<file path="src/lpft_pkg.sv">
// Shared types and constants for the LRU page frame tracker.
// Used by lpft_cell and lru_page_frame_tracker_core; depends on nothing.
package lpft_pkg;

  localparam int CFG_W        = 5;
  localparam int FAULT_W      = 32;
  localparam logic [CFG_W-1:0] FRAMES_RESET = 5'd16;

  // Travels from one cell to the next, most recent end first.
  typedef struct packed {
    logic valid;   // this cell holds a page (after any restart clear)
    logic carry;   // the shift wave reaches the next cell
  } link_t;

  // Broadcast to every cell of the row.
  typedef struct packed {
    logic load;        // a request is being applied this cycle
    logic restart;     // clear all frames before the request
    logic evict_mode;  // the row is full for the current frame limit
  } cell_ctrl_t;

endpackage

</file>
<file path="src/lpft_cell.sv">
// One frame of the recency-ordered row: holds a page and its valid bit,
// compares against the request and shifts in its neighbor's page. Uses lpft_pkg.
module lpft_cell #(
  parameter int PAGE_BITS = 16
) (
  input  logic                   clk,
  input  logic                   rst,
  input  lpft_pkg::cell_ctrl_t   ctrl,
  input  logic [PAGE_BITS-1:0]   req_page,
  input  lpft_pkg::link_t        prev,
  input  logic [PAGE_BITS-1:0]   prev_page,
  input  logic                   next_valid,
  output lpft_pkg::link_t        link,
  output logic [PAGE_BITS-1:0]   page,
  output logic                   match,
  output logic                   drop
);
  import lpft_pkg::*;

  logic                 valid;
  logic                 valid_eff;
  logic                 last;
  logic [PAGE_BITS-1:0] page_q;

  assign valid_eff = valid & ~ctrl.restart;
  assign match     = valid_eff & (page_q == req_page);
  // The oldest resident page sits in the last valid cell.
  assign last      = valid_eff & ~next_valid;
  assign drop      = prev.carry & ctrl.evict_mode & last & ~match;

  assign link.valid = valid_eff;
  assign link.carry = prev.carry & valid_eff & ~match & ~(ctrl.evict_mode & last);
  assign page       = page_q;

  always_ff @(posedge clk) begin
    if (rst) begin
      valid <= 1'b0;
    end else if (ctrl.load) begin
      valid <= prev.carry ? prev.valid : valid_eff;
    end
  end

  always_ff @(posedge clk) begin
    if (ctrl.load && prev.carry) begin
      page_q <= prev_page;
    end
  end

endmodule

</file>
<file path="src/lru_page_frame_tracker_core.sv">
// Top level of the LRU page frame tracker: a row of lpft_cell frames kept in
// recency order, the resident and fault counters, and the result register. Uses lpft_pkg.
//
// Resident pages sit in a row of FRAMES cells ordered from most recent (cell 0)
// to least recent (the last valid cell). Each request is compared against all
// cells at once; on a hit the cells in front of the match shift back by one and
// the page moves to cell 0, on a miss every resident cell shifts back and the
// page enters at cell 0, either filling the next free cell or pushing the
// oldest page out as the evicted page when the row holds frames_in_use pages
// or more. One request is taken per clock cycle, and its result appears in
// the output register on the next cycle; the combinational compare-and-shift
// across the cell row sets that rate, and a held result only stalls new
// requests while out_ready stays low. A restart flag clears the frames and
// the fault count as part of its own request. frames_in_use is clamped to the
// range 1 to FRAMES and should only be written while the block is idle.
module lru_page_frame_tracker_core #(
  parameter int FRAMES    = 16,
  parameter int PAGE_BITS = 16
) (
  input  logic                           clk,
  input  logic                           rst,
  input  logic                           cfg_we,
  input  logic [lpft_pkg::CFG_W-1:0]     cfg_data,
  input  logic                           in_valid,
  output logic                           in_ready,
  input  logic [PAGE_BITS-1:0]           page_number,
  input  logic                           restart,
  output logic                           out_valid,
  input  logic                           out_ready,
  output logic                           fault,
  output logic                           evicted_valid,
  output logic [PAGE_BITS-1:0]           evicted_page,
  output logic [lpft_pkg::FAULT_W-1:0]   fault_total
);
  import lpft_pkg::*;

  localparam int CNT_W = $clog2(FRAMES + 1);
  localparam int CMP_W = (CNT_W > CFG_W) ? CNT_W : CFG_W;

  logic [CFG_W-1:0]     frames_in_use;
  logic [CNT_W-1:0]     resident_count;
  logic [CNT_W-1:0]     resident_count_next;
  logic [FAULT_W-1:0]   fault_counter;
  logic [FAULT_W-1:0]   fault_counter_next;

  logic                 accept;
  logic [CMP_W-1:0]     limit;
  logic [CMP_W-1:0]     count_eff;
  logic [FAULT_W-1:0]   faults_eff;
  cell_ctrl_t           ctrl;

  link_t                link      [FRAMES];
  logic [PAGE_BITS-1:0] cell_page [FRAMES];
  logic [FRAMES-1:0]    match;
  logic [FRAMES-1:0]    drop;

  logic                 miss;
  logic                 ev_valid;
  logic [PAGE_BITS-1:0] ev_page;

  assign in_ready = ~out_valid | out_ready;
  assign accept   = in_valid & in_ready;

  // Clamp the configured frame count into 1 .. FRAMES.
  always_comb begin
    if (frames_in_use == '0) begin
      limit = CMP_W'(1);
    end else if (CMP_W'(frames_in_use) > CMP_W'(FRAMES)) begin
      limit = CMP_W'(FRAMES);
    end else begin
      limit = CMP_W'(frames_in_use);
    end
  end

  assign count_eff  = restart ? '0 : CMP_W'(resident_count);
  assign faults_eff = restart ? '0 : fault_counter;

  assign ctrl.load       = accept;
  assign ctrl.restart    = restart;
  assign ctrl.evict_mode = (count_eff >= limit);

  for (genvar i = 0; i < FRAMES; i++) begin : g_cell
    link_t                prev;
    logic [PAGE_BITS-1:0] prev_page;
    logic                 next_valid;

    if (i == 0) begin : g_head
      assign prev.valid = 1'b1;
      assign prev.carry = 1'b1;
      assign prev_page  = page_number;
    end else begin : g_body
      assign prev      = link[i-1];
      assign prev_page = cell_page[i-1];
    end

    if (i == FRAMES - 1) begin : g_tail
      assign next_valid = 1'b0;
    end else begin : g_inner
      assign next_valid = link[i+1].valid;
    end

    lpft_cell #(
      .PAGE_BITS (PAGE_BITS)
    ) u_cell (
      .clk        (clk),
      .rst        (rst),
      .ctrl       (ctrl),
      .req_page   (page_number),
      .prev       (prev),
      .prev_page  (prev_page),
      .next_valid (next_valid),
      .link       (link[i]),
      .page       (cell_page[i]),
      .match      (match[i]),
      .drop       (drop[i])
    );
  end

  assign miss     = ~(|match);
  assign ev_valid = |drop;

  // At most one cell drops its page, so an AND-OR select is enough.
  always_comb begin
    ev_page = '0;
    for (int i = 0; i < FRAMES; i++) begin
      ev_page = ev_page | (cell_page[i] & {PAGE_BITS{drop[i]}});
    end
  end

  always_comb begin
    resident_count_next = CNT_W'(count_eff);
    if (miss && !ctrl.evict_mode) begin
      resident_count_next = CNT_W'(count_eff) + CNT_W'(1);
    end
    fault_counter_next = faults_eff;
    if (miss && (faults_eff != '1)) begin
      fault_counter_next = faults_eff + FAULT_W'(1);
    end
  end

  always_ff @(posedge clk) begin
    if (rst) begin
      frames_in_use  <= FRAMES_RESET;
      resident_count <= '0;
      fault_counter  <= '0;
      out_valid      <= 1'b0;
    end else begin
      if (cfg_we) begin
        frames_in_use <= cfg_data;
      end
      if (accept) begin
        resident_count <= resident_count_next;
        fault_counter  <= fault_counter_next;
        out_valid      <= 1'b1;
      end else if (out_ready) begin
        out_valid <= 1'b0;
      end
    end
  end

  always_ff @(posedge clk) begin
    if (accept) begin
      fault         <= miss;
      evicted_valid <= ev_valid;
      evicted_page  <= ev_page;
      fault_total   <= fault_counter_next;
    end
  end

endmodule

</file>
<file path="config.mk">
export PLATFORM = sky130hd
export DESIGN_NAME = lru_page_frame_tracker_core
export DESIGN_NICKNAME = d
export VERILOG_FILES = /design/src/lpft_pkg.sv /design/src/lpft_cell.sv /design/src/lru_page_frame_tracker_core.sv
export SDC_FILE = /design/constraint.sdc
export NUM_CORES = 1
export LEC_CHECK = 0
export ABC_AREA = 1
export CAP_MARGIN = 20
export CORE_ASPECT_RATIO = 1.4
export CORE_MARGIN = 2
export CORE_UTILIZATION = 40
export CTS_BUF_LIST = sky130_fd_sc_hd__clkbuf_4 sky130_fd_sc_hd__clkbuf_8
export CTS_CLUSTER_DIAMETER = 80
export DETAILED_ROUTE_END_ITERATION = 7
export DONT_BUFFER_PORTS = 1
export SETUP_SLACK_MARGIN = 0.02
export SLEW_MARGIN = 15
export SYNTH_ARGS = -nofsm -noshare
export SYNTH_HDL_FRONTEND = slang
export SYNTH_SLANG_ARGS = --single-unit
</file>
<file path="constraint.sdc">
create_clock -name clk -period 7.3 [get_ports clk]
set_input_delay 1.095 -clock clk [delete_from_list [all_inputs] [get_ports clk]]
set_output_delay 1.095 -clock clk [all_outputs]
set_load 0.1 [all_outputs]
</file>
==> impl_metrics.tcl, run 1 <==
set metrics [dict create \
    status "finished clean" \
    worstPathRequired_ns 7.60 \
    routed_wl_mm 82.9 \
    layoutNonFillerInstCount 3813 \
    clock_skew_ns 0.0270 \
    cp-start-kind "flop" \
    syn_area_um2 22800 \
    tightest_slew_ns 1.06 \
    gr-total-overflow 0 \
    layout-drive-gt1-share 0.0669 \
    period_share 0.755 \
    vias 21175 \
    die_area_um2 58900 \
    row_count 103 \
    grt_pass1_vias 21546 \
    synth_ff_type "edfxtp_1" \
    placed_area_um2 23300 \
    clk_latency_ns 0.68 \
    synth_nets 3078 \
    die_w_um 206 \
    hp-class "flop to flop" \
    p_per_area_nw_per_um2 194 \
    yosys_warnings 0 \
    crit_type "flop to flop" \
    worstPathArrival_ns 5.81 \
    finalNetCount 3061 \
    avgSynthCellArea_um2 7.49 \
    ys_types 52 \
    cts_root_buf "clkbuf_8" \
    drt.antenna.violating_nets 0 \
    port-buffer-count 0 \
    maxSlewViolCount 0 \
    vdd_drop_max_mv 0.143 \
    ys_ff_latch 365 \
    fin_area_um2 24700 \
    hpwl_mm 64.9 \
    gr-usage-met2 0.537 \
    drt_iter0_drc 1736 \
    ios 79 \
    end_kind "flop" \
    async_flop_share 0 \
    place_ws_ns 1.50 \
    grtUsageTotal 0.281 \
    cts_num_sinks 365 \
    grt_max_degree 65 \
    synthTopCellsByArea "edfxtp_1 (40%), nand2_1 (13%), nor2_1 (7.6%), nand3_1 (6.6%), inv_1 (6.5%)" \
    worst_slack_ns 1.79 \
    clockBufferDepth 3 \
    gr-max-usage-layer "met2" \
    tns_ns 0 \
    drc 0 \
    synthCells 3044 \
    hold_buffers 0 \
    setup_viol_count_final 0 \
    vias_per_cell 5.55 \
    cts_tree "built" \
    hold_viol 0 \
    htreeDepth 2 \
    dp_cells 3698 \
    rsz0062_at_grt "false" \
    wl_per_cell_um 21.7 \
    maxCapViolCount 0 \
    initial_utilization 0.405 \
    drtPass1Iterations 6 \
    antenna_found_initial 1 \
    fin_crit_ns 5.51 \
    synth_top_area_share 0.403 \
    p_leak_nw 10.9 \
    synth_most_common_cell "nand2_1" \
    synthToLayoutAreaGrowth_pct 8.30 \
    met1_usage 0.271 \
    grt_first_pass_wirelength_mm 124 \
    path_clk_slew_ns 0.07 \
    synth_top_area_cell "edfxtp_1" \
    synth-edff-count 306 \
    die_h_um 286 \
    gp_routability_congestion 1.11 \
    cts_buffers 61 \
    use_met3 0.0401 \
    cts_resized 0 \
    path_max_fanout 38 \
    yosysSeqAreaShare 0.455 \
    max_freq_ghz 0.181 \
    post-cts-setup-buffers 0 \
    synthTopCellsByCount "nand2_1 (771), nor2_1 (464), inv_1 (397)" \
    core_um2 56300 \
    slew_headroom 0.286 \
    total_power_mw 4.79 \
]
-- metal layers --
metal | share of wire | vias to the layer above
li1 | - | 9993
met1 | 0.33 | 9912
met3 | 0.053 | 336
met4 | 0.076 | 0
met2 | 0.54 | 934
met5 | 0 | -
-- placed cells by master (no fill, tap or decap), types with 6 or more instances in the layout --
cell type and n:
clkbuf_8 70, clkinv_2 11, clkbuf_4 20, nor3_1 78
nand3_1 301, nor4_1 52, xnor2_1 30, nand2_1 770
inv_2 23, nor2_1 464, buf_4 16, o21ai_0 42
or2_1 13, o21ai_1 11, xor2_1 59, ha_1 7
dfxtp_1 59, a21oi_1 79, clkinv_1 16, or2_2 23
nand4_1 147, and2_1 6, inv_1 396, nand3b_1 11
nor3b_1 10, edfxtp_1 306
-- registers in the layout (all words and copies together), names as in the netlist --
signal	cells
evicted_valid	1
resident_count	5
fault_counter	32
out_valid	1
g_cell.u_cell.valid	16
evicted_page	16
fault_total	32
g_cell.u_cell.page	256
fault	1
frames_in_use	5
-- layout make-up --
class | count | area (µm²)
fillers | 5567 | 31600
repair buffers | 17 | 128
well taps | 735 | 920
clock inverters | 24 | 239
inverters | 430 | 1620
clock buffers | 89 | 1110
diodes | 1 | 2.50
flip-flops and latches | 365 | 10400
multi-input cells | 2152 | 10300
-- stage by stage --
step	util	hold slack, ns
6_report	0.438	0.452
5_1_grt	0.438	0.450
4_1_cts	0.438	0.428
3_5_place_dp	0.414	0.435
3_3_place_gp	0.414	0.434
2_1_floorplan	-	0.426
-- critical path: stages, from the launching register on --
cell and delay (ns):
dfxtp_1 0.32, or4_1 0.53, o21ai_0 0.22, ha_1 0.26, o21ai_0 0.15, nand2_1 0.31, a21oi_1 0.22, nand2_1 0.10
nor2_2 0.11, buf_4 0.38, nand4_4 0.26, nor2_8 0.35, nand3_4 0.19, nor2_8 0.32, nand3b_2 0.16, nor2_4 0.48
nand2_1 0.17, inv_1 0.57
-- final timing paths --
kind | from | endpoint | slack [ns] | cells past startpoint
setup / recovery | frames_in_use[0] | g_cell[12].u_cell.page[14] | 1.79 | 17
hold / removal | g_cell[13].u_cell.page[13] | g_cell[14].u_cell.page[13] | 0.45 | 0
setup reg to reg | frames_in_use[0] | g_cell[12].u_cell.page[14] | 1.79 | 17
hold reg to reg | g_cell[13].u_cell.page[13] | g_cell[14].u_cell.page[13] | 0.45 | 0
-- power by group --
part	switching, mW	total, mW	internal [mW]
Sequential	0.143	2.42	2.28
Clock	0.879	2.02	1.15
Combinational	0.253	0.346	0.0922
-- logic make-up after synthesis --
group	share of synthesized area
compound gates	0.0331
simple gates	0.379
fa+ha+maj	0.00384
xor+xnor	0.0342
flops	0.455
buf+inv	0.0942
No activity file was read; power rests on OpenSTA's default activity.
==> run 2, diff against run 1 <==
--- a/config.mk
+++ b/config.mk
@@ -5,7 +5,7 @@
 export SDC_FILE = /design/constraint.sdc
 export NUM_CORES = 1
 export LEC_CHECK = 0
-export ABC_AREA = 1
+export ABC_AREA = 0
 export CAP_MARGIN = 20
 export CORE_ASPECT_RATIO = 1.4
 export CORE_MARGIN = 2
==> constraint.sdc (replaced) <==
create_clock -name clk -period 5.64 [get_ports clk]
set_input_delay 0.846 -clock clk [delete_from_list [all_inputs] [get_ports clk]]
set_output_delay 0.846 -clock clk [all_outputs]
set_load 0.1 [all_outputs]
==> run 2 against run 1 <==
Against the previous run: flip-flop and latch count is the same; synthesized cell count decreased by 44%; cell area shrank 14%; core utilization is 0.43 points higher; critical path type unchanged; critical endpoint is now evicted_page[4]; largest power group unchanged; highest routed layer unchanged.
==> impl_metrics.tcl, run 2 <==
set metrics [dict create \
    status "finished clean" \
    largest_reg_flops 256 \
    max_freq_ghz 0.250 \
    maxCapViolCount 0 \
    ys_ff_latch 365 \
    grt_max_degree 69 \
    reg2reg_from "frames_in_use[1]" \
    vdd_drop_max_mv 0.183 \
    tns_ns 0 \
    path_clk_slew_ns 0.07 \
    synth_top_area_share 0.473 \
    fillers 4575 \
    min_path_cells 0 \
    hold_end "g_cell[0].u_cell.page[15]" \
    syn_area_um2 19400 \
    crit_type "flop to flop" \
    yosysSeqAreaShare 0.534 \
    gr-total-overflow 0 \
    synthToLayoutAreaGrowth_pct 9.41 \
    hold_viol 0 \
    tightest_slew_ns 1.13 \
    final_common_cell "edfxtp_1" \
    vias_per_cell 6.40 \
    synthCells 1703 \
    avgSynthCellArea_um2 11.4 \
    yosys_warnings 0 \
    die_h_um 265 \
    p_leak_nw 6.58 \
    die_w_um 190 \
    hp-class "input pin to flop" \
    clock_skew_ns 0.0580 \
    grt_first_pass_wirelength_mm 105 \
    hpwl_mm 54.2 \
    worstPathRequired_ns 6.07 \
    ys_types 81 \
    synth-simple-area-share 0.184 \
    routed_wl_mm 74.1 \
    hold_buffers 0 \
    highest_layer "met4" \
    die_area_um2 50400 \
    worstPathArrival_ns 4.42 \
    worst_slack_ns 1.65 \
    cts_tree "built" \
    clockBufferDepth 3 \
    timing.hold.ws_ns 0.238 \
    rsz0062_at_grt "false" \
    wl_met1_mm 26.1 \
    synthTopCellsByCount "edfxtp_1 (306), xnor2_1 (173), nand2_1 (132)" \
    hold_path.startpoint "page_number[15]" \
    grtUsageTotal 0.292 \
    drt_iter0_drc 1407 \
    synth_nets 1737 \
    ff2ff_path_depth 13 \
    synthTopCellsByArea "edfxtp_1 (47%), xnor2_1 (7.8%), dfxtp_1 (6.1%), xor2_1 (5.0%), nand4_1 (2.7%)" \
    synth-edff-count 306 \
    slew_headroom 0.239 \
    initial_utilization 0.404 \
    layout-drive-gt1-share 0.0992 \
    reg2reg_to "evicted_page[4]" \
    async_flop_share 0 \
    port-buffer-count 0 \
    synth_ff_type "edfxtp_1" \
    row_count 95 \
    drc 0 \
    setup_viol_count_final 0 \
    gp_routability_congestion 1.03 \
    finalNetCount 1730 \
    cp-start-kind "flop" \
    multiInputGateArea_um2 8450 \
    vias 15218 \
    seq_area_um2 10400 \
    synth_top_family_by_area "simple AND/OR/NAND/NOR gates" \
    cts_num_sinks 365 \
    drtPass1Iterations 8 \
    grt_pass1_vias 15047 \
    period_share 0.708 \
    synth_compound_area_frac 0.110 \
    synth_top_area_cell "edfxtp_1" \
    synth_most_common_cell "edfxtp_1" \
    p_per_area_nw_per_um2 279 \
    cts_buffers 60 \
    dr_wl_met2_mm 35.6 \
    post-cts-setup-buffers 0 \
    wl_per_cell_um 31.2 \
    cts_root_buf "clkbuf_8" \
    path_cells "nor3_1, nor2_1, nor2_1, ha_1, nand2b_1, a31oi_1, o21a_1, nor2_1, and4b_1, a22oi_1, o2bb2ai_1, a221oi_1, nand4_1" \
    antenna_found_initial 1 \
    max_stage_delay_ns 0.62 \
    place_ws_ns 1.22 \
    total_power_mw 5.93 \
    core_um2 48000 \
    htreeDepth 2 \
    synth.area.mux_share 0.00573 \
    slowest_stage "o21a_1" \
    layout_common_cells "edfxtp_1 (306), xnor2_1 (173), nand2_1 (131), xor2_1 (110)" \
    end_kind "flop" \
    drt.antenna.violating_nets 0 \
    rrSetupSlack_ns 1.65 \
    crit_top_cell "nor2_1" \
    ios 79 \
    path_max_fanout 17 \
    wl_met3_mm 5.78 \
    synth-xor-area-share 0.128 \
    maxSlewViolCount 0 \
    fin_crit_ns 3.99 \
    clk_latency_ns 0.71 \
    synth_fa_ha_area_frac 0.00451 \
    cts_resized 0 \
]
==> run 2: changes by cell type after synthesis, moves of 37 or more <==
cell / before / now
xor2_1: 59 / 110
nor3_1: 79 / 33
inv_1: 397 / 21
nand4_1: 147 / 83
nand2_1: 771 / 132
xnor2_1: 30 / 173
nand3_1: 301 / 46
nor2_1: 464 / 84
a22o_1: 0 / 37
==> run 2: area by class of cell <==
| type | count | share of cell area |
|---|---|---|
| Antenna cell | 2 | 0.000236 |
| Clock buffer | 81 | 0.0486 |
| Clock inverter | 29 | 0.0130 |
| Inverter | 23 | 0.00412 |
| Multi-Input combinational cell | 1214 | 0.398 |
| Sequential cell | 365 | 0.488 |
| Tap cell | 630 | 0.0371 |
| Timing Repair Buffer | 32 | 0.0113 |
==> run 2: worst max path at each step <==
| stage | slack (ns) | end | from | cells after the start |
|---|---|---|---|---|
| floorplan | 0.11 | g_cell[15].u_cell.page[0] | restart | 13 |
| global placement | 1.23 | evicted_page[6] | restart | 12 |
| detailed placement | 1.22 | evicted_page[6] | restart | 12 |
| CTS | 1.69 | evicted_page[6] | frames_in_use[1] | 13 |
| global route | 1.45 | evicted_page[13] | frames_in_use[1] | 14 |
| finish | 1.65 | evicted_page[4] | frames_in_use[1] | 13 |
==> run 2: logic make-up (layout without fill, tap and decap cells) <==
group / count (synthesis) / after routing
other: 0 / 2
adders and majority gates: 7 / 7
and+or+nand+nor: 629 / 629
AOI/OAI and AO/OA: 284 / 284
muxes: 11 / 11
xor gates and xnor gates: 283 / 283
DFF: 365 / 365
buffers and inverters: 124 / 165
==> run 2: report_power, final <==
group	switching [mW]	leakage [nW]	total (mW)	internal, mW
Sequential	0.158	3.28	3.09	2.93
Clock	1.18	0.683	2.60	1.42
Combinational	0.149	2.62	0.249	0.0995
Total	1.48	6.58	5.93	4.45
==> run 2: worst max-delay path: cells and delay by family, from the launching register on <==
| kind | cells | cell delay [ns] |
|---|---|---|
| DFF | 1 | 0.33 |
| and+or+nand+nor | 7 | 1.24 |
| AOI/OAI and AO/OA | 5 | 1.92 |
| adders and majority gates | 1 | 0.24 |
==> run 2: metal layers <==
metal | vias up | global-route usage
met5 | - | 0
met3 | 273 | 0.0637
li1 | 6484 | -
met4 | 0 | 0.217
met2 | 866 | 0.488
met1 | 7595 | 0.326
==> run 2: stage by stage <==
stage	area (µm²)	utilization	std cells
CTS	21200	0.442	2374
floorplan	19400	-	1703
detailed placement	19900	0.415	2264
global placement	19900	0.415	2264
global route	21200	0.442	2375
finish	21200	0.442	2376
